File: src/hw/rtl/fbw_pkg.sv
`timescale 1ns / 1ps
// ----------------------------------------------------------------------------
// fbw_pkg
// Shared types, codes and helpers of the bilinear flow warp.
// ----------------------------------------------------------------------------
package fbw_pkg;

	localparam int DEF_MAX_WIDTH   = 256;
	localparam int DEF_MAX_HEIGHT  = 256;
	localparam int DEF_SAMPLE_BITS = 16;

	localparam logic OP_LOAD = 1'b0;
	localparam logic OP_WARP = 1'b1;

	localparam logic CFG_WIDTH  = 1'b0;
	localparam logic CFG_HEIGHT = 1'b1;

	localparam int NUM_BANKS = 4;

	// per-axis neighbor pair and fraction
	typedef struct packed {
		int         i0;
		int         i1;
		logic [5:0] frac;
	} fbw_axis_t;

	// warp context carried alongside the store reads
	typedef struct packed {
		logic [5:0] fx;
		logic [5:0] fy;
		logic [7:0] dx;
		logic [7:0] dy;
		logic       x0p;
		logic       x1p;
		logic       y0p;
		logic       y1p;
	} fbw_info_t;

	// last valid index for a register value: clamp to [1, max], minus one
	function automatic int fbw_lim(input logic [8:0] value, input int max_size);
		int v;
		v = int'(value);
		if (v < 1) return 0;
		if (v > max_size) return max_size - 1;
		return v - 1;
	endfunction

	// floor of pos + flow in Q.6, neighbors clamped to [0, lim]
	function automatic fbw_axis_t fbw_axis(input logic [7:0] pos,
			input logic signed [15:0] flow, input int lim);
		fbw_axis_t r;
		int s;
		int fl;
		s  = int'(pos) * 64 + int'(flow);
		fl = s >>> 6;
		r.frac = 6'(s);
		r.i0 = (fl < 0) ? 0 : ((fl > lim) ? lim : fl);
		r.i1 = (fl + 1 < 0) ? 0 : ((fl + 1 > lim) ? lim : fl + 1);
		if (fl < 0 || fl >= lim) r.frac = '0;
		return r;
	endfunction

endpackage

File: src/hw/rtl/fbw_store.sv
`timescale 1ns / 1ps
// ----------------------------------------------------------------------------
// fbw_store
// Frame store split in four banks by row and column parity; one read per bank.
// ----------------------------------------------------------------------------
module fbw_store import fbw_pkg::*; #(
	parameter int SAMPLE_BITS = DEF_SAMPLE_BITS,
	parameter int DEPTH       = 2,
	parameter int ADW         = 1
) (
	input  logic                          clk,
	input  logic                          en,
	input  logic                          wr,
	input  logic [1:0]                    wbank,
	input  logic [ADW-1:0]                waddr,
	input  logic signed [SAMPLE_BITS-1:0] wdata,
	input  logic [ADW-1:0]                raddr [NUM_BANKS],
	input  fbw_info_t                     info_in,
	output logic signed [SAMPLE_BITS-1:0] rdata_s2 [NUM_BANKS],
	output fbw_info_t                     info_s2
);

	for (genvar b = 0; b < NUM_BANKS; b++) begin : g_bank
		logic signed [SAMPLE_BITS-1:0] mem [DEPTH];

		always_ff @(posedge clk) begin
			if (en) begin
				if (wr && wbank == 2'(b)) begin
					mem[waddr] <= wdata;
				end
				rdata_s2[b] <= mem[raddr[b]];
			end
		end
	end

	always_ff @(posedge clk) begin
		if (en) begin
			info_s2 <= info_in;
		end
	end

endmodule

File: config.mk
export PLATFORM = sky130hd
export DESIGN_NAME = fbw_store
export DESIGN_NICKNAME = d
export VERILOG_FILES = /design/src/hw/rtl/fbw_pkg.sv /design/src/hw/rtl/fbw_store.sv
export SDC_FILE = /design/constraint.sdc
export NUM_CORES = 1
export LEC_CHECK = 0
export BUFFER_PORTS_ARGS = -buffer_cell sky130_fd_sc_hd__buf_2
export CAP_MARGIN = 20
export CORE_AREA = 2 2 153 155
export DETAILED_ROUTE_END_ITERATION = 12
export DIE_AREA = 0 0 155 157
export PLACE_DENSITY = 0.62
export SYNTH_ARGS = -nofsm -noshare
export SYNTH_HDL_FRONTEND = slang
export SYNTH_SLANG_ARGS = --single-unit
File: constraint.sdc
create_clock -name clk -period 6.9 [get_ports clk]
set_clock_uncertainty 0.1 [all_clocks]
set_input_delay 1.38 -clock clk [delete_from_list [all_inputs] [get_ports clk]]
set_output_delay 1.38 -clock clk [all_outputs]
set_load 0.03 [all_outputs]
# Yosys cells after proc, flatten, opt, wreduce, memory -nomap -nowiden
# Memory sizes are Yosys's and may differ from the RTL's. A register that Yosys moved wholly into a read port is not among the register bits.
# Cells that the tools add are included.
[totals]
n_memories = 4
word_cells = 32
register_bits = 32
latchBits = 0
in_bits = 58
mem_bits_rw = 128
romBits = 0
[op_classes]
n_reduce_logical = 5
bitwise = 0
shift = 0
div_mod_pow = 0
n_lt_le_gt_ge = 0
mul = 0
add_sub_neg = 0
eq_ne = 3
muxes = 12
[memory_table]
columns = ["name", "words", "word_bits", "rd", "rd_clocked_by_memory_dff", "wr", "line", "source"]
rows = [
  ["g_bank[0].mem", 2, 16, 1, 1, 1, "fbw_store.sv:24", "logic signed [SAMPLE_BITS-1:0] mem [DEPTH];"],
  ["g_bank[1].mem", 2, 16, 1, 1, 1, "fbw_store.sv:24", ""],
  ["g_bank[2].mem", 2, 16, 1, 1, 1, "fbw_store.sv:24", ""],
  ["g_bank[3].mem", 2, 16, 1, 1, 1, "fbw_store.sv:24", ""],
]
[ops]
columns = ["op", "n"]
rows = [
  ["$mux W1", 12],
  ["$eq A2 B2 Y1 const B", 2],
  ["$logic_and A1 B1 Y1", 4],
  ["$eq A2 B1 Y1 const B", 1],
  ["$logic_not A2 Y1", 1],
]

# Longest topological paths before layout
[logic_depth]
word_depth = 5
ltp_mapped = 3

# Worst setup path after synthesis
# No wires, ideal clock.
[synth_path]
path_kind = "input port to flip-flop"
startpoint = "input port wbank[0]"
endpoint = "memory g_bank[0].mem[1][0] (netlist bit), enable pin"
required_time_ns = 6.391
cell_stages = 2
path_buffers = 0
setup_slack_ns = 3.656
arrival_time_ns = 2.735
path_cell_list = "nand2b_1 > nor3_1"
[synth_via]
elab_chain_cells = 5
[synth_lines]
columns = ["element", "line", "source"]
rows = [
  ["from (decl)", "fbw_store.sv:14", "input logic [1:0] wbank,"],
  ["$logic_not A2 Y1", "fbw_store.sv:28", "if (wr && wbank == 2'(b)) begin"],
  ["$logic_and A1 B1 Y1", "fbw_store.sv:28", ""],
  ["$mux W1", "fbw_store.sv:28", ""],
  ["$mux W1", "fbw_store.sv:27", "if (en) begin"],
  ["$mux W1 (implied by the code)", "fbw_store.sv:29", "mem[waddr] <= wdata;"],
  ["to (decl)", "fbw_store.sv:24", ""],
]
# No other way between the ends.

# Worst setup path in the final report
[layout_path]
startpoint = "input port en"
endpoint = "memory g_bank[1].mem[0][12] (netlist bit), enable pin"
[layout_via]
elab_chain_cells = 2
[layout_lines]
columns = ["element", "line", "source"]
rows = [
  ["from (decl)", "fbw_store.sv:12", "input logic en,"],
  ["$mux W1", "fbw_store.sv:27", ""],
  ["$mux W1 (implied by the code)", "fbw_store.sv:29", ""],
  ["to (decl)", "fbw_store.sv:24", ""],
]
# No other way between the ends.

==> reports/metrics.yaml <==
final_layout:
  post-route-cell-area_sq_um: 9579
  stdcell_count: 784
  num-nets-final: 541
  antenna_cells: 0
  fillers: 1940
  final_util: 0.4257
  area_growth_pct: 22.97
  multi_input_area_sq_um: 963.4
  layout-drive-gt1-share: 0.5210
  regArea_sq_um: 6726
setup_path:
  crit_family: "simple AND/OR/NAND/NOR gates"
  cpPeakStageDelay_ns: 0.75
  crit_fanout: 33
  end_kind: "flip-flop"
  cp_slowest_cell: "nor2_2"
  path_cells: "buf_4 -> or3b_1 -> nor2_2"
  cp.required_ns: 6.92
  path_class: "in -> reg"
  cp.arrival_ns: 2.99
  start_kind: "input port"
  path_buf_inv: 1
yosys:
  syn_area_per_cell_sq_um: 25.13
  synth_top_flop_cell: "edfxtp_1"
  netlist_top_cells_area: "edfxtp_1, mux2_4, mux2_2, buf_12, buf_6"
  synth_edf_count: 224
  yosys_register_bits: 224
  seq_area_frac_synth: 0.8635
  synth_cell_type_count: 12
  synthCells: 310
  syn-num-nets: 368
  synth_top_area_cell: "edfxtp_1"
  post-synth-top-area-fraction: 0.8635
  synth.cell_area_sq_um: 7790
  synth_common_cells: "edfxtp_1, mux2_4, mux2_2"
  synth_most_common_cell: "edfxtp_1"
  async_flop_share: 0
  yosysWarningCount: 0
power:
  powerDensity_nw_per_um2: 308.0
  ir_drop_mv: 0.2257
  p_total_mw: 2.951
  p_leak_nw: 3.514
status:
  outcome: "complete, no violations"
floorplan:
  die_w_microns: 155
  start_util: 0.3462
  coreArea_sq_um: 22500
  die_h_microns: 157
  fp-row-count: 55
  num_io_pins: 154
  dieArea_sq_um: 24340
drt:
  ant_nets: 0
  drc: 0
  routed_via_density: 4.448
  vias: 3487
  routedWlPerCell_microns: 17.94
  first_pass_iters: 4
  first_iter_violations: 166
  wirelength_microns: 14070
timing:
  maxSlewViolCount: 0
  slew_headroom: 0.2988
  rsz0062_at_grt: "false"
  finalCritPeriodShare: 0.4312
  fmax_mhz: 336.1
  worstMarginPinSlew_ns: 1.051
  totalNegativeSetupSlack_ns: 0
  fin_crit_ns: 2.975
  hold_viol: 0
  whs_ns: 0.4415
  fin_ws_ns: 3.925
  final-setup-viol-count: 0
grt:
  grt-ovfl-total: 0
  grt_max_degree: 69
  grtUsageTotal: 0.1132
  grt_pass1_wl_microns: 20690
  antenna_found_initial: 0
  grt_pass1_vias: 3585
placement:
  finalWeightedCongestion: 0.7090
  pre_cts_ws_ns: 3.391
  portBuffers: 153
  place_inst: 743
  place_hpwl_microns: 9251
  placed_cell_area_sq_um: 8841
clocking:
  cts_root_buffer: "clkbuf_16"
  cts_hold_repair.buffers: 0
  cts.clk_slew.worst_paths_ns: 0.06
  clk_path_buf_depth: 3
  cts_resized: 0
  worstSkewPairLatency_ns: 0.50
  clock_sinks: 224
  cts_buffers: 23
  tritoncts: "done"
  post_cts_buffers: 0
  htree_levels: 1
hold_path:
  hp-class: "reg -> reg"
run:
  cap_violations: 0
==> final timing paths <==
check / from / endpoint / slack [ns] / depth (start not counted)
max: en / g_bank[1].mem[0][12]$_DFFE_PP_ / 3.92 / 3
min: g_bank[1].mem[0][12]$_DFFE_PP_ / rdata_s2[44]$_DFFE_PP_ / 0.44 / 1
max reg2reg: g_bank[0].mem[1][15]$_DFFE_PP_ / rdata_s2[63]$_DFFE_PP_ / 5.88 / 1
min reg2reg: g_bank[1].mem[0][12]$_DFFE_PP_ / rdata_s2[44]$_DFFE_PP_ / 0.44 / 1
==> flip-flops by register name (all words and copies together) (netlist names) <==
| register | flops |
|---|---|
| rdata_s2 | 64 |
| g_bank.mem | 128 |
| info_s2 | 32 |
==> cell type report <==
class,count,share of cell area
Tap cell,285,0.03723
Timing Repair Buffer,156,0.08294
Sequential cell,224,0.7022
Clock inverter,16,0.01620
Multi-Input combinational cell,78,0.1006
Clock buffer,25,0.06087
==> cells by family (layout without fill, tap and decap cells) <==
logic type	after synthesis	after routing	synth area share
and+or+nand+nor	14	14	0.008674
DFF	224	224	0.8635
buffers and inverters	8	197	0.01606
muxes	64	64	0.1118
==> layout by cell type (no fill, tap or decap), types with 2 or more instances in the layout <==
| master | instances |
|---|---|
| clkinv_2 | 3 |
| edfxtp_1 | 224 |
| mux2_2 | 24 |
| clkinvlp_4 | 2 |
| clkbuf_16 | 23 |
| buf_4 | 3 |
| nor3_2 | 2 |
| mux2_4 | 40 |
| bufinv_16 | 3 |
| clkbuf_1 | 2 |
| buf_2 | 152 |
| nor2_2 | 6 |
| nand2_1 | 2 |
| clkinv_1 | 7 |
==> power breakdown <==
group / switching (mW) / internal [mW] / leakage, nW
registers: 0.0124 / 1.55 / 2.10
logic: 0.129 / 0.0590 / 1.06
clock network: 0.477 / 0.720 / 0.356
total: 0.619 / 2.33 / 3.51
==> routing by layer <==
metal  vias to the layer above  share of wire  global-route usage
met5                         -              0                   0
met1                      1730           0.41              0.1397
met2                       146           0.49              0.1987
met3                        26          0.072             0.03001
met4                         0          0.023             0.02822
li1                       1585              -                   -
Note: power is estimated with default switching activity, not from simulation.
