File: config.mk
export PLATFORM = sky130hd
export DESIGN_NAME = fbw_blend
export DESIGN_NICKNAME = d
export VERILOG_FILES = /design/src/hw/rtl/fbw_pkg.sv /design/src/hw/rtl/fbw_blend.sv
export SDC_FILE = /design/constraint.sdc
export NUM_CORES = 2
export LEC_CHECK = 0
export ABC_AREA = 1
export BUFFER_PORTS_ARGS = -buffer_cell sky130_fd_sc_hd__buf_2
export CAP_MARGIN = 10
export CORE_MARGIN = 2
export CORE_UTILIZATION = 60
export DETAILED_ROUTE_END_ITERATION = 8
export HOLD_SLACK_MARGIN = 0.1
export PLACE_DENSITY = 0.86
export SETUP_SLACK_MARGIN = 0.3
export SLEW_MARGIN = 15
export SYNTH_ARGS = -nofsm -noshare
export SYNTH_HDL_FRONTEND = slang
export SYNTH_SLANG_ARGS = --single-unit
File: constraint.sdc
create_clock -name clk -period 8.5 [get_ports clk]
set_input_delay 0.85 -clock clk [delete_from_list [all_inputs] [get_ports clk]]
set_output_delay 0.85 -clock clk [all_outputs]
set_load 0.02 [all_outputs]
File: src/hw/rtl/fbw_pkg.sv
`timescale 1ns / 1ps
// ----------------------------------------------------------------------------
// fbw_pkg
// Shared types, codes and helpers of the bilinear flow warp.
// ----------------------------------------------------------------------------
package fbw_pkg;

	localparam int DEF_MAX_WIDTH   = 256;
	localparam int DEF_MAX_HEIGHT  = 256;
	localparam int DEF_SAMPLE_BITS = 16;

	localparam logic OP_LOAD = 1'b0;
	localparam logic OP_WARP = 1'b1;

	localparam logic CFG_WIDTH  = 1'b0;
	localparam logic CFG_HEIGHT = 1'b1;

	localparam int NUM_BANKS = 4;

	// per-axis neighbor pair and fraction
	typedef struct packed {
		int         i0;
		int         i1;
		logic [5:0] frac;
	} fbw_axis_t;

	// warp context carried alongside the store reads
	typedef struct packed {
		logic [5:0] fx;
		logic [5:0] fy;
		logic [7:0] dx;
		logic [7:0] dy;
		logic       x0p;
		logic       x1p;
		logic       y0p;
		logic       y1p;
	} fbw_info_t;

	// last valid index for a register value: clamp to [1, max], minus one
	function automatic int fbw_lim(input logic [8:0] value, input int max_size);
		int v;
		v = int'(value);
		if (v < 1) return 0;
		if (v > max_size) return max_size - 1;
		return v - 1;
	endfunction

	// floor of pos + flow in Q.6, neighbors clamped to [0, lim]
	function automatic fbw_axis_t fbw_axis(input logic [7:0] pos,
			input logic signed [15:0] flow, input int lim);
		fbw_axis_t r;
		int s;
		int fl;
		s  = int'(pos) * 64 + int'(flow);
		fl = s >>> 6;
		r.frac = 6'(s);
		r.i0 = (fl < 0) ? 0 : ((fl > lim) ? lim : fl);
		r.i1 = (fl + 1 < 0) ? 0 : ((fl + 1 > lim) ? lim : fl + 1);
		if (fl < 0 || fl >= lim) r.frac = '0;
		return r;
	endfunction

endpackage

File: src/hw/rtl/fbw_blend.sv
`timescale 1ns / 1ps
// ----------------------------------------------------------------------------
// fbw_blend
// Bilinear blend: horizontal pass, vertical pass, round and saturate.
// ----------------------------------------------------------------------------
module fbw_blend import fbw_pkg::*; #(
	parameter int SAMPLE_BITS = DEF_SAMPLE_BITS
) (
	input  logic                          clk,
	input  logic                          en3,
	input  logic                          en4,
	input  logic                          en5,
	input  logic signed [SAMPLE_BITS-1:0] rdata_s2 [NUM_BANKS],
	input  fbw_info_t                     info_s2,
	output logic [15:0]                   value_s5,
	output logic [7:0]                    dx_s5,
	output logic [7:0]                    dy_s5
);

	localparam int TW = SAMPLE_BITS + 8;
	localparam int SW = SAMPLE_BITS + 16;
	localparam int RW = SW - 12;
	localparam logic signed [RW-1:0] HI = RW'((64'sd1 <<< (SAMPLE_BITS - 1)) - 64'sd1);
	localparam logic signed [RW-1:0] LO = -HI - RW'(1);

	logic signed [SAMPLE_BITS-1:0] v00, v10, v01, v11;
	logic signed [8:0] wx0, wx1, wy0, wy1;
	logic signed [TW-1:0] top_s3, bot_s3;
	logic [5:0] fy_s3;
	logic [7:0] dx_s3, dy_s3, dx_s4, dy_s4;
	logic signed [SW-1:0] sum_s4;
	logic signed [RW-1:0] r, sat;
	logic signed [31:0] ext;

	always_comb begin
		v00 = rdata_s2[{info_s2.y0p, info_s2.x0p}];
		v10 = rdata_s2[{info_s2.y0p, info_s2.x1p}];
		v01 = rdata_s2[{info_s2.y1p, info_s2.x0p}];
		v11 = rdata_s2[{info_s2.y1p, info_s2.x1p}];
		wx1 = $signed({3'b000, info_s2.fx});
		wx0 = 9'sd64 - wx1;
		wy1 = $signed({3'b000, fy_s3});
		wy0 = 9'sd64 - wy1;
	end

	always_ff @(posedge clk) begin
		if (en3) begin
			top_s3 <= TW'(v00) * TW'(wx0) + TW'(v10) * TW'(wx1);
			bot_s3 <= TW'(v01) * TW'(wx0) + TW'(v11) * TW'(wx1);
			fy_s3  <= info_s2.fy;
			dx_s3  <= info_s2.dx;
			dy_s3  <= info_s2.dy;
		end
	end

	always_ff @(posedge clk) begin
		if (en4) begin
			sum_s4 <= SW'(top_s3) * SW'(wy0) + SW'(bot_s3) * SW'(wy1) + SW'(2048);
			dx_s4  <= dx_s3;
			dy_s4  <= dy_s3;
		end
	end

	// arithmetic shift floors, so ties round up
	always_comb begin
		r   = RW'(sum_s4 >>> 12);
		sat = (r > HI) ? HI : ((r < LO) ? LO : r);
		ext = 32'(sat);
	end

	always_ff @(posedge clk) begin
		if (en5) begin
			value_s5 <= ext[15:0];
			dx_s5    <= dx_s4;
			dy_s5    <= dy_s4;
		end
	end

endmodule

# Word level (Yosys, flattened, before mapping)
# Cells that the tools add are included.
op_classes:
  eq_ne: 0
  muxes: 13
  bitwise: 4
  add_sub_neg: 6
  shift: 0
  order_cmp: 6
  div_mod_pow: 0
  mul: 6
  reduce_logical: 0
ops:
  columns: ["cell", "n"]
  rows:
  - ["2-to-1 mux 16 bit", 9]
  - ["binary-select mux 16 bit (select 2 bit)", 4]
  - ["adder 24 x 23 -> 24 bit", 2]
  - ["multiplier 16 x 8 -> 24 bit", 2]
  - ["multiplier 16 x 7 -> 23 bit", 2]
  - ["adder 32 x 13 -> 32 bit, second input constant", 1]
  - ["adder 32 x 31 -> 32 bit", 1]
  - ["multiplier 24 x 8 -> 32 bit", 1]
  - ["multiplier 24 x 7 -> 31 bit", 1]
  - ["greater-than comparator 20 x 16 -> 1 bit, second input constant", 1]
  - ["less-than comparator 20 x 16 -> 1 bit, second input constant", 1]
  - ["subtractor 7 x 6 -> 8 bit, first input constant", 2]
  - ["greater-or-equal comparator 3 bit, second input constant", 4]
  - ["inverter 2 -> 3 bit", 4]
word_totals:
  inputBits: 100
  latchBits: 0
  mem_bits_ro: 0
  n_memories: 0
  elab_cells: 46
  ramBits: 0
  register_bits: 150

# Logic depth before layout (Yosys ltp)
logic_depth:
  depth_word: 6
  ltp_mapped: 31
  depth_no_buf: 30

# Worst setup path after synthesis
# Ideal clock, no wire load.
synth_path:
  path_type: "input to register"
  start: "input info_s2[26] in the netlist's numbering"
  end: "register bot_s3[23], data pin"
  arrival_time_ns: 6.392
  slack_ns: 1.856
  cell_stages: 26
  setup_time_ns: 0.252
  path_cell_list: "inv_2 -> clkbuf_1 -> ha_1 -> clkinv_1 -> clkbuf_1 -> nor2_1 -> fa_1 -> fa_1 -> inv_1 -> fa_1 -> fa_1 -> inv_1 -> fa_1 -> inv_1 -> fa_1 -> inv_1 -> ha_1 -> nand2_1 -> nor2_1 -> nand2_1 -> inv_1 -> nand3_1 -> nand3_1 -> inv_1 -> nand2_1 -> nand2_1"
synth_between:
  elab_chain_len: 3
  elab_cells_between_ends: 4
  cone_classes: "add/sub: 2; mul: 2"
synth_lines:
  columns: ["item", "line_no", "text"]
  rows:
  - ["from (decl)", "fbw_blend.sv:14", "input fbw_info_t info_s2,"]
  - ["subtractor 7 x 6 -> 8 bit", "fbw_blend.sv:41", "wx0 = 9'sd64 - wx1;"]
  - ["multiplier 16 x 8 -> 24 bit", "fbw_blend.sv:49", "bot_s3 <= TW'(v01) * TW'(wx0) + TW'(v11) * TW'(wx1);"]
  - ["adder 24 x 23 -> 24 bit *", "fbw_blend.sv:49", null]
  - ["to (signal assigned)", "fbw_blend.sv:49", null]
  - ["to (decl)", "fbw_blend.sv:28", "logic signed [TW-1:0] top_s3, bot_s3;"]
# Mark *: on every way between the ends. The rest lies on a longest branch, timed or not.
# A chain may end at the register's enable or synchronous reset.

# Worst setup path in the final report
layout_path:
  start: "input info_s2[2] in the netlist's numbering"
  end: "register bot_s3[22], data pin"
layout_between:
  elab_chain_len: 6
layout_lines:
  columns: ["item", "line_no", "text"]
  rows:
  - ["inverter 2 -> 3 bit (implied by the code)", "fbw_blend.sv:39", "v11 = rdata_s2[{info_s2.y1p, info_s2.x1p}];"]
  - ["binary-select mux 16 bit (select 2 bit)", "fbw_blend.sv:39", null]
  - ["2-to-1 mux 16 bit (implied by the code) (2 in series)", "fbw_blend.sv:39", null]
  - ["multiplier 16 x 7 -> 23 bit", "fbw_blend.sv:49", null]
  - ["adder 24 x 23 -> 24 bit", "fbw_blend.sv:49", null]
# No other way between the ends. The select of a mux whose other input is x is not followed.

==> results.yml <==
outcome:
  outcome: "complete, no violations"
timing:
  min_period_ns: 7.362
  finalSetupTns_ns: 0
  worst_slew_pin_slew_ns: 1.034
  rsz0062_at_grt: "false"
  setup_viol: 0
  relSlewSlack_pct: 31.10
  finalHoldViolations: 0
  finalMaxSlewViolations: 0
  clock_skew_ns: 0.01807
  period_share_pct: 86.62
  fmax_mhz: 135.8
route:
  wl_per_cell_um: 17.36
  vias: 25993
  ant_nets: 0
  drtIter0Drc: 2151
  routed_via_density: 5.397
  drc_errors: 0
  dr.pass1.iters: 6
  totalWireLength_um: 83610
critical_path:
  worstPathArrival_ns: 7.56
  r2r_end: "sum_s4[26]$_DFFE_PP_"
  rr_worst_depth: 26
  cp-start-kind: "input port"
  slowest_delay_ns: 0.74
  critPathCaptureType: "flip-flop"
  r2r_slack_ns: 1.18
  crit_chain: "buf_2, inv_2, nand2_1, o21ai_0, o21ai_1, nor2_1, fa_1, inv_1, fa_1, fa_1, inv_1, fa_1, fa_1, fa_1, ha_1, nand2_1, inv_1, nand2_1, nor3_1, nand4_1, nand3_1, xor2_1"
  crit_fanout: 32
  crit_type: "input port to flip-flop"
  required_ns: 8.70
  cp_common_cell: "fa_1"
  reg2reg_from: "fy_s3[1]$_DFFE_PP_"
  critPathSlowestCell: "o21ai_1"
yosys:
  ys_types: 43
  yosysWarningCount: 0
  syn_inst: 4019
  ys_ff_latch: 138
  synth.avg_cell_area_um2: 8.254
  synth_area_mm2: 0.03317
  synth_nets: 5060
  yosysSeqAreaShare_pct: 12.49
clock_network:
  cts_buffer_depth: 2
  numCtsBuffers: 17
  ctsResizeCount: 0
  cts_root_buf: "clkbuf_16"
  cts_setup_buffers: 0
  path_clk_slew_ns: 0.08
  hold_buffers: 0
  cts_max_level: 4
  cts_sinks: 138
  clock_latency_ns: 0.45
  cts_tree: "yes"
min_path:
  hold_end: "dx_s5[5]$_DFFE_PP_"
  hold_path.class: "flip-flop to flip-flop"
  min_from: "dx_s4[5]$_DFFE_PP_"
  min_delay_path_depth: 0
layout:
  final_cell_mix: "inv_1 (1118), nand2_1 (756), fa_1 (669)"
  synthToLayoutAreaGrowth_pct: 5.680
  final-seq-area_mm2: 0.004144
  nets: 5137
  postLayoutCellArea_mm2: 0.03506
  multi_input_area_mm2: 0.02429
  drive_above_1_share_pct: 6.474
  fillCellCount: 4477
  final_common_cell: "inv_1"
floorplanning:
  die_w_um: 239.1
  row_count: 86
  io_pins: 132
  coreArea_mm2: 0.05488
  die_y_um: 239.1
  dieArea_mm2: 0.05719
  initial_core_util_pct: 60.45
global_route:
  overflow: 0
  grt_start_max_net_pins: 71
  grt_util_all_layers_pct: 31.20
  antenna_found_initial: 5
  grt_pass1_wl_um: 138700
  grt_pass1_vias: 27533
placed_design:
  hpwl_um: 71970
  gp_congestion: 1.042
  io_buffers: 131
  placed_area_mm2: 0.03445
run:
  cap_violations: 0
per-stage QoR:
stage / hold WS, ns / std cells / setup slack [ns] / utilization (%)
2_1_floorplan: 0.4003 / 4019 / 1.856 / -
3_3_place_gp: 0.4010 / 4781 / 0.7186 / 62.77
3_5_place_dp: 0.4045 / 4781 / 0.7574 / 62.77
4_1_cts: 0.4145 / 4813 / 1.204 / 63.87
5_1_grt: 0.4247 / 4816 / 0.7857 / 63.89
6_report: 0.4150 / 4816 / 1.138 / 63.89
cells by family (layout without fill, tap and decap cells):
family                     Yosys count  after routing  share of synthesized area (%)
adders and majority gates          941            941                          50.63
xor gates and xnor gates            55             55                          1.475
other                                0              3                              0
AOI/OAI and AO/OA                  262            262                          4.533
buffers and inverters             1242           1332                          14.31
DFF                                138            138                          12.49
muxes                               15             15                         0.4526
and+or+nand+nor                   1366           1366                          16.11
cell type report:
cell class / instances / area share [%]
multi-input combinational: 2639 / 69.29
inverter: 1146 / 12.27
sequential: 138 / 11.82
tap: 704 / 2.512
timing repair buffer: 154 / 2.370
clock buffer: 17 / 1.213
clock inverter: 15 / 0.5068
antenna: 3 / 0.02141
per-layer routing:
metal,GRT usage (%),routed length (µm),part of all wire [%],vias up
li1,-,-,-,11853
met3,5.520,7149,8.6,289
met1,38.46,31540,38,12582
met2,52.97,40080,48,1269
met4,15.74,4848,5.8,0
met5,0,0,0,-
sequential cells by signal (all words and copies together) (netlist names):
name	count
dy_s5	8
bot_s3	24
sum_s4	20
dx_s5	8
dy_s3	8
top_s3	24
value_s5	16
dx_s4	8
fy_s3	6
dy_s4	8
dx_s3	8
how the worst max path moves through the flow:
| stage | from | endpoint | slack [ns] | cells past startpoint |
|---|---|---|---|---|
| floorplan | info_s2[26] | bot_s3[23]$_DFFE_PP_ | 1.86 | 26 |
| global placement | info_s2[2] | bot_s3[22]$_DFFE_PP_ | 0.72 | 22 |
| detailed placement | info_s2[2] | bot_s3[22]$_DFFE_PP_ | 0.76 | 22 |
| CTS | info_s2[2] | bot_s3[22]$_DFFE_PP_ | 1.20 | 22 |
| global route | fy_s3[1]$_DFFE_PP_ | sum_s4[23]$_DFFE_PP_ | 0.79 | 27 |
| finish | info_s2[2] | bot_s3[22]$_DFFE_PP_ | 1.14 | 22 |
cell usage after synthesis, drive strengths merged:
library cell	instances	share of area (%)
nand3	53	0.80
o31ai	2	0.045
nor4	2	0.057
fa	669	40
o41ai	1	0.049
nand4	16	0.30
a41oi	1	0.026
o21bai	1	0.023
mux2i	15	0.45
nand3b	4	0.091
ha	272	10
buf	59	0.92
or2	11	0.21
nor3	12	0.24
o21a	3	0.068
a21o	5	0.11
inv	1144	13
a31oi	1	0.019
clkbuf	37	0.42
o21ai	142	2.5
nor2	509	5.8
edfxtp	138	12
nor3b	1	0.038
o211ai	1	0.038
a21oi	104	1.6
clkinv	2	0.023
nand2	758	8.6
xor2	32	0.84
xnor2	23	0.63
a21boi	1	0.023
worst max-delay path: cells and delay by family:
family | cells | cell delay (ns)
AOI/OAI and AO/OA | 2 | 0.88
xor gates and xnor gates | 1 | 0.08
adders and majority gates | 7 | 3.41
buffers and inverters | 5 | 1.10
and+or+nand+nor | 7 | 1.21
Power is not shown: default switching activity piles up to over one toggle a cycle in this logic, so the estimate is an artifact.
