<file path="config.mk">
export PLATFORM = sky130hd
export DESIGN_NAME = fbw_addr
export DESIGN_NICKNAME = d
export VERILOG_FILES = /design/src/hw/rtl/fbw_pkg.sv /design/src/hw/rtl/fbw_addr.sv
export SDC_FILE = /design/constraint.sdc
export NUM_CORES = 1
export LEC_CHECK = 0
export CAP_MARGIN = 20
export CORE_UTILIZATION = 49
export DETAILED_ROUTE_END_ITERATION = 10
export DONT_BUFFER_PORTS = 1
export SYNTH_ARGS = -nofsm -noshare
export SYNTH_HDL_FRONTEND = slang
export SYNTH_SLANG_ARGS = --single-unit
</file>
<file path="constraint.sdc">
create_clock -name clk -period 4.9 [get_ports clk]
set_clock_uncertainty 0.1 [all_clocks]
set_input_delay 1.225 -clock clk [delete_from_list [all_inputs] [get_ports clk]]
set_output_delay 1.225 -clock clk [all_outputs]
set_load 0.005 [all_outputs]
</file>
<file path="src/hw/rtl/fbw_pkg.sv">
`timescale 1ns / 1ps
// ----------------------------------------------------------------------------
// fbw_pkg
// Shared types, codes and helpers of the bilinear flow warp.
// ----------------------------------------------------------------------------
package fbw_pkg;

	localparam int DEF_MAX_WIDTH   = 256;
	localparam int DEF_MAX_HEIGHT  = 256;
	localparam int DEF_SAMPLE_BITS = 16;

	localparam logic OP_LOAD = 1'b0;
	localparam logic OP_WARP = 1'b1;

	localparam logic CFG_WIDTH  = 1'b0;
	localparam logic CFG_HEIGHT = 1'b1;

	localparam int NUM_BANKS = 4;

	// per-axis neighbor pair and fraction
	typedef struct packed {
		int         i0;
		int         i1;
		logic [5:0] frac;
	} fbw_axis_t;

	// warp context carried alongside the store reads
	typedef struct packed {
		logic [5:0] fx;
		logic [5:0] fy;
		logic [7:0] dx;
		logic [7:0] dy;
		logic       x0p;
		logic       x1p;
		logic       y0p;
		logic       y1p;
	} fbw_info_t;

	// last valid index for a register value: clamp to [1, max], minus one
	function automatic int fbw_lim(input logic [8:0] value, input int max_size);
		int v;
		v = int'(value);
		if (v < 1) return 0;
		if (v > max_size) return max_size - 1;
		return v - 1;
	endfunction

	// floor of pos + flow in Q.6, neighbors clamped to [0, lim]
	function automatic fbw_axis_t fbw_axis(input logic [7:0] pos,
			input logic signed [15:0] flow, input int lim);
		fbw_axis_t r;
		int s;
		int fl;
		s  = int'(pos) * 64 + int'(flow);
		fl = s >>> 6;
		r.frac = 6'(s);
		r.i0 = (fl < 0) ? 0 : ((fl > lim) ? lim : fl);
		r.i1 = (fl + 1 < 0) ? 0 : ((fl + 1 > lim) ? lim : fl + 1);
		if (fl < 0 || fl >= lim) r.frac = '0;
		return r;
	endfunction

endpackage

</file>
<file path="src/hw/rtl/fbw_addr.sv">
`timescale 1ns / 1ps
// ----------------------------------------------------------------------------
// fbw_addr
// First stage: neighbor clamp, fractions and bank addresses per transaction.
// ----------------------------------------------------------------------------
module fbw_addr import fbw_pkg::*; #(
	parameter int MAX_WIDTH   = DEF_MAX_WIDTH,
	parameter int MAX_HEIGHT  = DEF_MAX_HEIGHT,
	parameter int SAMPLE_BITS = DEF_SAMPLE_BITS,
	parameter int XW          = $clog2(MAX_WIDTH),
	parameter int YW          = $clog2(MAX_HEIGHT),
	parameter int ADW         = 1
) (
	input  logic                          clk,
	input  logic                          en,
	input  logic                          op,
	input  logic [7:0]                    pos_x,
	input  logic [7:0]                    pos_y,
	input  logic signed [15:0]            sample_value,
	input  logic signed [15:0]            flow_x,
	input  logic signed [15:0]            flow_y,
	input  logic [XW-1:0]                 wlim,
	input  logic [YW-1:0]                 hlim,
	output logic                          op_s1,
	output logic                          inrange_s1,
	output logic [1:0]                    wbank_s1,
	output logic [ADW-1:0]                waddr_s1,
	output logic signed [SAMPLE_BITS-1:0] wdata_s1,
	output logic [ADW-1:0]                raddr_s1 [NUM_BANKS],
	output fbw_info_t                     info_s1
);

	localparam int HALF_W = (MAX_WIDTH + 1) / 2;

	function automatic logic [ADW-1:0] bank_addr(input logic [XW-1:0] x,
			input logic [YW-1:0] y);
		return ADW'(int'(y >> 1) * HALF_W + int'(x >> 1));
	endfunction

	fbw_axis_t ax, ay;
	logic [XW-1:0] x0, x1, lx;
	logic [YW-1:0] y0, y1, ly;
	logic signed [31:0] sext;
	logic [ADW-1:0] raddr [NUM_BANKS];

	always_comb begin
		ax = fbw_axis(pos_x, flow_x, int'(wlim));
		ay = fbw_axis(pos_y, flow_y, int'(hlim));
		x0 = XW'(ax.i0);
		x1 = XW'(ax.i1);
		y0 = YW'(ay.i0);
		y1 = YW'(ay.i1);
		lx = XW'(int'(pos_x));
		ly = YW'(int'(pos_y));
		sext = 32'(sample_value);
		for (int b = 0; b < NUM_BANKS; b++) begin
			raddr[b] = bank_addr((x0[0] == b[0]) ? x0 : x1, (y0[0] == b[1]) ? y0 : y1);
		end
	end

	always_ff @(posedge clk) begin
		if (en) begin
			op_s1      <= op;
			inrange_s1 <= (int'(pos_x) < MAX_WIDTH) && (int'(pos_y) < MAX_HEIGHT);
			wbank_s1   <= {ly[0], lx[0]};
			waddr_s1   <= bank_addr(lx, ly);
			wdata_s1   <= sext[SAMPLE_BITS-1:0];
			raddr_s1   <= raddr;
			info_s1    <= '{fx: ax.frac, fy: ay.frac, dx: pos_x, dy: pos_y,
				x0p: x0[0], x1p: x1[0], y0p: y0[0], y1p: y1[0]};
		end
	end

endmodule

</file>
## Yosys cells after proc, flatten, opt, wreduce, memory -nomap -nowiden

Index checks and enable logic that the tools add are counted.

| storage, ports and cells | value |
|---|---|
| register bits | 56 |
| input port bits | 83 |
| output and inout bits | 57 |

| cells by class | value |
|---|---|
| add/subtract/negate cells | 9 |
| order comparisons | 10 |
| mux-type cells | 10 |
| reduce and logical (&&, ||, !) cells | 2 |

Operator list:

| operator | number |
|---|---|
| $add 15x16->17 | 2 |
| $mux 8 | 4 |
| $add 11x2->12 const B | 2 |
| $gt 12x9->1 | 2 |
| $lt 12x1->1 const B | 2 |
| $ge 11x9->1 | 2 |
| $gt 11x9->1 | 2 |
| $lt 11x1->1 const B | 2 |
| $mux 2 | 6 |
| $add 1x1->1 const A | 5 |
| $logic_or 1x1->1 | 2 |

## Longest topological paths before layout

Gate-level depths: netlist of run 1.

| logic depth | value |
|---|---|
| depth after elaboration | 7 |
| gate-level depth with buffers | 17 |

## Worst setup path after synthesis of run 1

Ideal clock, no wire load.

| path | value |
|---|---|
| path type | input to register |
| start point | in pos_x[0] |
| end point | reg raddr_s1[2] (netlist name) (data pin) |
| arrival | 4289 ps |
| data required time | 4535 ps |
| slack | 246 ps |
| stages on the path | 16 |
| buffers on the path | 0 |
| path through | ha_1 fa_1 a211oi_2 nor2_1 xor2_1 ha_1 nand3_1 o21bai_1 a31oi_1 a2111oi_0 o211ai_1 mux2i_1 or2_2 inv_2 a221o_1 o22ai_1 |

RTL lines:

| element | RTL line | text |
|---|---|---|
| from (decl) | fbw_addr.sv:17 | `input logic [7:0] pos_x,` |
| to (signal assigned) | fbw_addr.sv:68 | `raddr_s1 <= raddr;` |
| to (decl) | fbw_addr.sv:29 | `output logic [ADW-1:0] raddr_s1 [NUM_BANKS],` |

## Final worst setup path of run 1

| path | value |
|---|---|
| start point | in pos_x[0] |
| end point | reg raddr_s1[2] (netlist name) (data pin) |

| between the ends | value |
|---|---|
| word-level cells in the longest chain between the ends | 7 |
| elaborated cells on any way between the ends | 12 |

RTL lines:

| element | RTL line | text |
|---|---|---|
| $add 15x16->17 * | fbw_pkg.sv:54 | `s = int'(pos) * 64 + int'(flow);` |
| $add 11x2->12 | fbw_pkg.sv:58 | `r.i1 = (fl + 1 < 0) ? 0 : ((fl + 1 > lim) ? lim : fl + 1);` |
| $gt 12x9->1 | fbw_pkg.sv:58 |  |
| $mux 2 (2 in series) | fbw_pkg.sv:58 |  |
| $mux 2 * | fbw_addr.sv:57 | `raddr[b] = bank_addr((x0[0] == b[0]) ? x0 : x1, (y0[0] == b[1]) ? y0 : y1);` |
| $add 1x1->1 * | fbw_addr.sv:37 | `return ADW'(int'(y >> 1) * HALF_W + int'(x >> 1));` |

Mark *: on every way between the ends. The rest lies on a longest branch, timed or not.
A chain may end at the register's enable or synchronous reset.

==> key figures, run 1 <==
Logic synthesis
  – XOR/XNOR Fraction of Synth Area: 5.387%
  – Synth Instances: 346
  – Main combinational cell family by area after synthesis: adder cells
  – Syn avg cell area: 10.74 sq um
  – Post-synth ARST share: 0%
  – Post-synth top flop: edfxtp_1
  – Adder-cell area share of the yosys netlist: 17.91%
  – Post-synthesis mux area share: 2.727%
  – Distinct cells, synth: 53
  – Synthesized area: 3716 sq um
  – Sequential area share after synthesis: 41.21%
  – Synth Warn #: 0
  – #FFs+latches synth: 51
  – EDFF count, synth: 51
  – Area fraction in compound gates after synthesis: 13.80%
  – Synth Net Count: 481
  – Synthesized-area fraction occupied by and/or/nand/nor cells: 14.71%

Placed design
  – Port bufs: 0
  – Placer Congestion: 0.8418
  – DP Wirelength: 6659 um

Clock tree
  – CTS clk-pin slew, worst paths: 0.09 ns
  – Clk root buf: clkbuf_8
  – Total CTS buffers: 5
  – Clock Sinks: 51
  – Cts hold-fix bufs: 0
  – TritonCTS clock tree: done
  – Bufs on Longest Clock Path: 2
  – Post-CTS Setup Inserts: 0
  – Post-cts resize count: 0
  – H-tree Lvls: 2

STA
  – Max frequency: 218.1 MHz
  – Slew Viols, Final: 0
  – Final setup vio count: 0
  – Fin crit period: 4.584 ns
  – Slew Limit Headroom: 65.91%
  – Slew @ Worst Pin: 0.4984 ns
  – Tcrit/Tclk final: 93.56%
  – TNS Setup: 0 ns
  – Hold Vio Cnt, Final: 0
  – RSZ-0062 raised after global routing: no

Setup path
  – Critical Path End Type: flop
  – Critical Path Source Type: input pin
  – Critical path's slowest cell: fa_1
  – Crit-path cells: ha_1 > fa_1 > a211oi_2 > nor2_1 > xor2_1 > buf_4 > nand3_2 > xnor2_1 > ha_1 > a21oi_1 > nor2b_1 > o21ai_0 > nand2b_1 > o22a_1 > nor3b_1 > a21oi_2 > mux2i_1 > o22ai_1
  – Worst Path Max Fanout: 3
  – Worst Path Buf+Inv: 1
  – CP Data Required Time: 4.85 ns
  – CP most frequent cell: ha_1
  – CP Class: in2reg
  – Family with the most delay on the worst path: compound AO/OA/AOI/OAI gates
  – Largest stage delay, worst path: 0.43 ns
  – CP arrival: 4.53 ns

GRT
  – Initial antenna violation count: 0
  – Vias in the first global route: 2385
  – All-Layer GR Usage: 19.75%
  – GRT Residual Overflow: 0
  – First-pass GRT wire length: 11810 um
  – Largest net degree at the start of global routing: 52

Cells and area
  – Antenna Cells: 0
  – Area growth from synthesis to layout: 5.960%
  – Most common cell after layout, fill and taps aside: edfxtp_1
  – Reg area: 1531 sq um
  – # fillers: 678
  – Layout cells sized above 1: 6.818%
  – Most frequent cells in the layout: edfxtp_1, ha_1, inv_1, nor2_1, a21oi_1
  – Footprint of the multi-input gates: 2031 sq um
  – Net count, final: 486

Pwr
  – Pwr dens: 307.4 nW/um^2
  – Max VDD drop: 0.0001356 V
  – Leakage: 0.001661 uW
  – Total power: 1210 uW

Run status
  – Status: finished clean

Floorplanning
  – Full die area: 7936 sq um
  – Die H: 89.09 um
  – Ports: 140
  – Placeable Area: 7292 sq um
  – Horiz. Die Dim: 89.09 um
  – Num rows: 31
  – Initial Util: 50.96%

Routing
  – Final WL: 7895 um
  – Vias per Instance: 5.809
  – Residual DRC: 0
  – Via count: 2620
  – Post-route ant nets: 0
  – DRT Pass-1 Iters: 4
  – DR iter-0 viols: 97
  – Detailed-route wire length per cell: 17.51 um

Hold path
  – Worst Hold Class: in2reg

Run
  – Max_cap viols: 0
worst paths after layout:
check / startpoint / to / depth (start not counted)
hold / removal: sample_value[5] / wdata_s1[5]$_DFFE_PP_ / 0
setup / recovery: pos_x[0] / raddr_s1[2]$_DFFE_PP_ / 18
power breakdown:
group	internal (uW)	switching [uW]	total (uW)	leakage, uW
clock	152	134	286	0.0000581
sequential	525	22.8	548	0.000495
combinational	170	206	376	0.00111
total	847	363	1210	0.00166
synth_stat cells, types with 2 or more instances:
cell type | count | area (sq um)
fa_1 | 2 | 40.04
mux2i_1 | 9 | 90.09
xor2_1 | 10 | 87.58
nand2b_1 | 2 | 12.51
nor3b_1 | 2 | 15.01
o22ai_1 | 2 | 12.51
nand4_1 | 9 | 56.30
o211ai_1 | 7 | 52.55
a211oi_1 | 5 | 37.54
inv_1 | 27 | 101.4
o21ai_0 | 13 | 65.06
o21bai_1 | 2 | 15.01
nor2b_1 | 7 | 43.79
nand4b_1 | 2 | 17.52
a31oi_1 | 3 | 18.77
o21ai_1 | 4 | 20.02
and3b_1 | 2 | 17.52
nand2_1 | 13 | 48.80
nor3_1 | 5 | 25.02
nor2_1 | 24 | 90.09
o21a_1 | 5 | 37.54
and2_1 | 14 | 87.58
ha_1 | 50 | 625.6
inv_2 | 2 | 7.510
a21o_1 | 8 | 60.06
buf_4 | 6 | 45.04
a211oi_2 | 2 | 25.02
a21oi_1 | 16 | 80.08
edfxtp_1 | 51 | 1531
xnor2_1 | 11 | 96.34
and3_1 | 3 | 18.77
a221oi_1 | 2 | 17.52
nand3_1 | 5 | 25.02
or3_1 | 2 | 12.51
sequential cells by signal, indices dropped and copies added (netlist names):
name	cells
raddr_s1	2
info_s1	32
wdata_s1	16
op_s1	1
routing by layer:
layer  track usage, %  wire, um  up-vias  share of wire, %
met1            24.97      3409     1187                43
li1                 -         -     1293                 -
met3            6.925       820       10                10
met5                0         0        -                 0
met2            32.69      3580      130                45
met4            4.185        86        0               1.1
logic make-up after synthesis:
| logic type | count (synthesis) |
|---|---|
| flip-flops | 51 |
| adder cells (fa/ha/maj) | 52 |
| AND/OR/NAND/NOR | 98 |
| other | 1 |
| multiplexers | 10 |
| XOR/XNOR | 22 |
| AO/OA/AOI/OAI | 77 |
| buffers and inverters | 35 |
layout make-up:
class / count / area share [%]
Multi-Input combinational cell: 260 / 51.57
Sequential cell: 51 / 38.89
Tap cell: 99 / 3.146
Inverter: 29 / 2.765
Clock buffer: 5 / 1.748
Clock inverter: 3 / 1.112
Timing Repair Buffer: 4 / 0.7626
per-stage QoR:
stage               std cells  hold slack (ns)  utilization [%]  setup slack, ns  area, sq um
floorplan                 346            1.224                -           0.2456         3716
global placement          443            1.224            52.45          0.07714         3825
detailed placement        443            1.224            52.45          0.01707         3825
CTS                       451           0.9027            54.00           0.3216         3938
global route              451           0.8875            54.00          0.01180         3938
finish                    451           0.9150            54.00           0.3156         3938
Note: power is estimated with default switching activity, not from simulation.
==> inputs of run 2 (changes only) <==
Settings changed: ABC_AREA from default to 1.
==> key figures, run 2 <==
Pwr
  – Logic pwr share: 33.2% (was 31.1%)
  – Pwr dens: 277.9 nW/um^2 (was 307.4 nW/um^2)
  – Max VDD drop: 0.0001307 V (was 0.0001356 V)
  – Leakage: 0.002166 uW (was 0.001661 uW)
  – Sw power: 425.6 uW (was 363.0 uW)
  – Total power: 1206 uW (was 1210 uW)
  – Int Pwr: 780.7 uW (was 847.3 uW)
  – Clock network fraction of total power: 21.2% (was 23.6%)
  – Reg power frac: 45.6% (was 45.3%)
  – Switching share of total power: 35.28% (was 29.99%)

Placed design
  – Placer Congestion: 0.9283 (was 0.8418)
  – DP Wirelength: 7664 um (was 6659 um)
  – Port bufs: 0 (unchanged)
  – Pre-CTS WS: 0.3791 ns (was 0.01707 ns)
  – Dpl cells: 623 (was 443)
  – Area after DPL: 4243 sq um (was 3825 sq um)

Logic synthesis
  – Post-synth top flop: edfxtp_1 (unchanged)
  – Synth Instances: 525 (was 346)
  – Top cell type's share of synthesized area: 36.75% (was 41.21%)
  – Synth Warn #: 0 (unchanged)
  – Distinct cells, synth: 35 (was 53)
  – Most numerous cell in the Yosys netlist: nand2_1 (was edfxtp_1)
  – Post-synth ARST share: 0% (unchanged)
  – EDFF count, synth: 51 (unchanged)
  – Area leader, netlist: edfxtp_1 (unchanged)
  – Most frequent cells after synthesis: nand2_1, inv_1, edfxtp_1 (was edfxtp_1, ha_1, inv_1)
  – #FFs+latches synth: 51 (unchanged)
  – Synth Net Count: 660 (was 481)
  – Syn avg cell area: 7.939 sq um (was 10.74 sq um)
  – Synthesized area: 4168 sq um (was 3716 sq um)
  – Sequential area share after synthesis: 36.75% (was 41.21%)
  – Ranking of synthesized cells by area: edfxtp_1, ha_1, nand2_1, inv_1, nand3_1 (was edfxtp_1, ha_1, inv_1, xnor2_1, mux2i_1)

Setup path
  – Crit-path cells: ha_1 > fa_1 > ha_1 > inv_1 > nor2_1 > nand2_1 > nor2_2 > inv_1 > nor2_1 > or2_2 > inv_1 > ha_1 > nand2_1 > or4_1 > nand2_1 > nand3_1 > nor2_2 > nand3_1 > nand2_1 > nor2_1 (was ha_1 > fa_1 > a211oi_2 > nor2_1 > xor2_1 > buf_4 > nand3_2 > xnor2_1 > ha_1 > a21oi_1 > nor2b_1 > o21ai_0 > nand2b_1 > o22a_1 > nor3b_1 > a21oi_2 > mux2i_1 > o22ai_1)
  – CP Data Required Time: 4.86 ns (was 4.85 ns)
  – Critical Path End Type: flop (unchanged)
  – CP Class: in2reg (unchanged)
  – CP most frequent cell: nand2_1 (was ha_1)
  – Critical path's slowest cell: fa_1 (unchanged)
  – CP arrival: 4.16 ns (was 4.53 ns)
  – Worst Path Max Fanout: 3 (unchanged)
  – Largest stage delay, worst path: 0.54 ns (was 0.43 ns)
  – Critical Path Source Type: input pin (unchanged)

Floorplanning
  – Horiz. Die Dim: 94.23 um (was 89.09 um)
  – Num rows: 33 (was 31)
  – Full die area: 8878 sq um (was 7936 sq um)
  – Ports: 140 (unchanged)
  – Initial Util: 50.72% (was 50.96%)
  – Placeable Area: 8217 sq um (was 7292 sq um)
  – Die H: 94.23 um (was 89.09 um)

Cells and area
  – Layout cells sized above 1: 9.506% (was 6.818%)
  – Max FFs per register: 32 (unchanged)
  – Finished Cell Area: 4340 sq um (was 3938 sq um)
  – Area growth from synthesis to layout: 4.143% (was 5.960%)
  – Antenna Cells: 0 (unchanged)
  – Regs by FF count: info_s1 x32, wdata_s1 x16, raddr_s1 x2 (unchanged)
  – Biggest register: info_s1 (unchanged)
  – Final non-filler cell total: 631 (was 451)
  – Most common cell after layout, fill and taps aside: nand2_1 (was edfxtp_1)
  – Net count, final: 660 (was 486)
  – Most frequent cells in the layout: nand2_1, inv_1, edfxtp_1, ha_1, nand3_1 (was edfxtp_1, ha_1, inv_1, nor2_1, a21oi_1)

STA
  – Tcrit/Tclk final: 85.70% (was 93.56%)
  – RSZ-0062 raised after global routing: no (unchanged)
  – Hold Vio Cnt, Final: 0 (unchanged)
  – Slew Viols, Final: 0 (unchanged)
  – Final setup vio count: 0 (unchanged)
  – Max frequency: 238.1 MHz (was 218.1 MHz)
  – TNS Setup: 0 ns (unchanged)
  – Fin crit period: 4.199 ns (was 4.584 ns)
  – Final setup margin: 0.7006 ns (was 0.3156 ns)

Run
  – Max_cap viols: 0 (unchanged)

Hold path
  – Worst Hold Class: in2reg (unchanged)
  – Worst hold stages: 0 (unchanged)

Routing
  – Detailed-route wire length per cell: 14.27 um (was 17.51 um)
  – DRT Pass-1 Iters: 4 (unchanged)
  – Post-route ant nets: 0 (unchanged)
  – Via count: 3240 (was 2620)
  – Final WL: 9002 um (was 7895 um)
  – Vias per Instance: 5.135 (was 5.809)
  – Residual DRC: 0 (unchanged)
  – DR iter-0 viols: 129 (was 97)

GRT
  – Initial antenna violation count: 0 (unchanged)
  – Largest net degree at the start of global routing: 52 (unchanged)
  – First-pass GRT wire length: 13880 um (was 11810 um)
  – All-Layer GR Usage: 20.18% (was 19.75%)
  – Vias in the first global route: 2979 (was 2385)
  – GRT Residual Overflow: 0 (unchanged)

Clock tree
  – Post-CTS Setup Inserts: 0 (unchanged)
  – Clock Sinks: 51 (unchanged)
  – H-tree Lvls: 2 (unchanged)
  – Total CTS buffers: 5 (unchanged)
  – Bufs on Longest Clock Path: 2 (unchanged)
  – TritonCTS clock tree: done (unchanged)
  – Clk root buf: clkbuf_8 (unchanged)
  – CTS clk-pin slew, worst paths: 0.10 ns (was 0.09 ns)
  – Post-cts resize count: 0 (unchanged)
  – Cts hold-fix bufs: 0 (unchanged)

Run status
  – Status: finished clean (unchanged)
run 2: cell count changes in the layout (fill, tap and decap cells not counted), moves of 9 or more:
cell,change
nor2_1,+10
mux2i_1,-9
nand2_2,+12
xnor2_1,-9
nand2_1,+128
and2_1,-14
nor2_2,+11
nand3_1,+30
inv_1,+62
run 2: power groups by stage:
stage                     Clock (uW)  Combinational [uW]  Sequential [uW]
after floorplan                    0                 330              552
after global placement             0                 394              561
after detailed placement           0                 401              561
after CTS                        263                 403              552
after global routing             280                 468              556
final                            255                 401              550
run 2: worst paths after layout:
check / start / to
max: pos_y[0] / info_s1[0]$_SDFFCE_PN0P_
min: sample_value[8] / wdata_s1[8]$_DFFE_PP_
run 2: worst max-delay path, delay by kind of cell:
kind / cells / cell delay (ns)
buffers and inverters: 3 / 0.15
AND/OR/NAND/NOR: 13 / 1.58
adder cells (fa/ha/maj): 4 / 1.21
run 2: area by class of cell:
type | instances | area (sq um)
clock buffer | 5 | 68.82
clock inverter | 3 | 28.78
fill | 787 | 3876
inverter | 96 | 360.3
multi-input combinational | 371 | 2220
sequential | 51 | 1531
tap | 105 | 131.4
run 2: kinds of logic after synthesis:
logic type / Yosys count / synth area share, %
simple gates: 269 / 29.99
buf+inv: 103 / 9.997
fa+ha+maj: 52 / 15.97
flops: 51 / 36.75
compound gates: 41 / 5.524
xor+xnor: 8 / 1.681
other cells: 1 / 0.08998
run 2: metrics by stage:
stage          hold WS [ns]  util, %
5_1_grt              0.8884    52.82
4_1_cts              0.9026    52.82
6_report             0.9130    52.82
3_5_place_dp          1.224    51.64
2_1_floorplan         1.224        -
3_3_place_gp          1.224    51.64
run 2: metal layers:
layer,vias to the layer above,share of wire (%),wire [um],track usage [%]
met5,-,0,0,0
met4,0,0.66,59,3.462
met3,4,6.1,553,4.612
met2,102,49,4449,35.81
met1,1429,44,3939,25.03
li1,1705,-,-,-
==> inputs of run 3 (changes only) <==
Clock period 4.9 ns to 4.7 ns, I/O delays scaled along.
==> key figures, run 3 (synthesis results as in run 2) <==
Run status
  – Status: finished clean (unchanged)

STA
  – Final setup margin: 0.5533 ns (was 0.7006 ns)
  – Max frequency: 241.2 MHz
  – TNS Setup: 0 ns (unchanged)
  – Hold Vio Cnt, Final: 0 (unchanged)
  – Tcrit/Tclk final: 88.23%
  – Fin crit period: 4.147 ns
  – RSZ-0062 raised after global routing: no (unchanged)
  – Final setup vio count: 0 (unchanged)
  – Slew Viols, Final: 0 (unchanged)

Floorplanning
  – Placeable Area: 8217 sq um (unchanged)
  – Horiz. Die Dim: 94.23 um (unchanged)
  – Initial Util: 50.72% (unchanged)
  – Full die area: 8878 sq um (unchanged)
  – Die H: 94.23 um (unchanged)
  – Num rows: 33 (unchanged)
  – Ports: 140 (unchanged)

Setup path
  – CP Class: in2reg (unchanged)
  – Worst Setup SP: pos_y[0] (unchanged)
  – Worst Path Max Fanout: 3 (unchanged)
  – Crit-path cells: ha_1 > fa_1 > ha_1 > inv_1 > nor2_1 > nand2_1 > nor2_2 > inv_1 > nor2_1 > or2_2 > inv_1 > ha_1 > nand2_1 > or4_1 > nand2_1 > nand3_1 > nor2_2 > nand3_1 > nand2_1 > nor2_1 (unchanged)
  – Critical Path End Type: flop (unchanged)
  – CP Capture Point: info_s1[0]$_SDFFCE_PN0P_ (unchanged)
  – CP most frequent cell: nand2_1 (unchanged)
  – Critical Path Source Type: input pin (unchanged)
  – CP arrival: 4.12 ns (was 4.16 ns)
  – Critical path's slowest cell: fa_1 (unchanged)
  – CP Data Required Time: 4.67 ns (was 4.86 ns)
  – Largest stage delay, worst path: 0.54 ns (about the same)

Routing
  – DRT Pass-1 Iters: 4 (unchanged)
  – Post-route ant nets: 0 (unchanged)
  – Vias per Instance: 5.135 (unchanged)
  – Detailed-route wire length per cell: 14.48 um (was 14.27 um)
  – Final WL: 9138 um (was 9002 um)
  – Via count: 3240 (unchanged)
  – Residual DRC: 0 (unchanged)
  – DR iter-0 viols: 116 (was 129)

Pwr
  – Pwr dens: 291.2 nW/um^2 (was 277.9 nW/um^2)
  – Leakage: 0.002162 uW (was 0.002166 uW)
  – Max VDD drop: 0.0001301 V (was 0.0001307 V)

Clock tree
  – Total CTS buffers: 5 (unchanged)
  – Clk root buf: clkbuf_8 (unchanged)
  – Post-CTS Setup Inserts: 0 (unchanged)
  – Bufs on Longest Clock Path: 2 (unchanged)
  – Cts hold-fix bufs: 0 (unchanged)
  – TritonCTS clock tree: done (unchanged)
  – H-tree Lvls: 2 (unchanged)
  – CTS clk-pin slew, worst paths: 0.11 ns (was 0.10 ns)
  – Clock Sinks: 51 (unchanged)
  – Post-cts resize count: 0 (unchanged)

Hold path
  – Worst hold stages: 0 (unchanged)
  – Worst Hold Class: in2reg (unchanged)

Placed design
  – Pre-CTS WS: 0.2127 ns (was 0.3791 ns)
  – Port bufs: 0 (unchanged)
  – Dpl cells: 623 (unchanged)
  – Placer Congestion: 0.9283 (unchanged)
  – DP Wirelength: 7702 um (was 7664 um)

Cells and area
  – Biggest register: info_s1 (unchanged)
  – Layout cells sized above 1: 9.506% (unchanged)
  – Most frequent cells in the layout: nand2_1, inv_1, edfxtp_1, ha_1, nand3_1 (unchanged)
  – Net count, final: 660 (unchanged)
  – Antenna Cells: 0 (unchanged)
  – Area growth from synthesis to layout: 4.113% (was 4.143%)
  – Regs by FF count: info_s1 x32, wdata_s1 x16, raddr_s1 x2 (unchanged)
  – Most common cell after layout, fill and taps aside: nand2_1 (unchanged)
  – Final non-filler cell total: 631 (unchanged)
  – Max FFs per register: 32 (unchanged)
  – Layout Utilization: 52.81% (was 52.82%)

GRT
  – Initial antenna violation count: 0 (unchanged)
  – First-pass GRT wire length: 14010 um (was 13880 um)
  – Vias in the first global route: 3014 (was 2979)
  – Largest net degree at the start of global routing: 52 (unchanged)
  – GRT Residual Overflow: 0 (unchanged)
  – All-Layer GR Usage: 20.48% (was 20.18%)

Run
  – Max_cap viols: 0 (unchanged)
-- run 3: critical path, delay by kind of cell --
family,cells,cell delay [ns]
buf+inv,3,0.15
fa+ha+maj,4,1.21
simple gates,13,1.58
-- run 3: worst min path at each step --
stage	from	to	slack, ns
2_1_floorplan	pos_y[6]	info_s1[10]$_DFFE_PP_	1.17
3_3_place_gp	sample_value[12]	wdata_s1[12]$_DFFE_PP_	1.17
3_5_place_dp	sample_value[1]	wdata_s1[1]$_DFFE_PP_	1.17
4_1_cts	pos_x[5]	info_s1[17]$_DFFE_PP_	0.84
5_1_grt	pos_x[5]	info_s1[17]$_DFFE_PP_	0.83
6_report	pos_x[5]	info_s1[17]$_DFFE_PP_	0.86
-- run 3: area by class of cell --
type	instances	area, sq um
clock buffers	5	68.82
clock inverters	3	27.53
fillers	803	3877
inverters	96	360.3
multi-input cells	371	2220
flip-flops and latches	51	1531
well taps	105	131.4
-- run 3: power breakdown --
| group | switching, uW | leakage [uW] | internal, uW |
|---|---|---|---|
| combinational | 265 | 0.00162 | 154 |
| sequential | 24.5 | 0.000496 | 549 |
| clock | 161 | 0.0000463 | 110 |
-- run 3: metrics by stage --
step	cell area, sq um	hold WS, ns	total power, uW
3_3_place_gp	4243	1.174	995.8
5_1_grt	4339	0.8265	1368
2_1_floorplan	4168	1.174	919.4
3_5_place_dp	4243	1.174	1004
6_report	4339	0.8557	1264
4_1_cts	4339	0.8383	1280
-- run 3: metal layers --
metal	track usage, %	part of all wire [%]	vias to the layer above
met3	4.935	5.5	6
met4	4.359	0.77	0
met5	0	0	-
li1	-	-	1701
met2	36.47	49	85
met1	24.80	44	1448
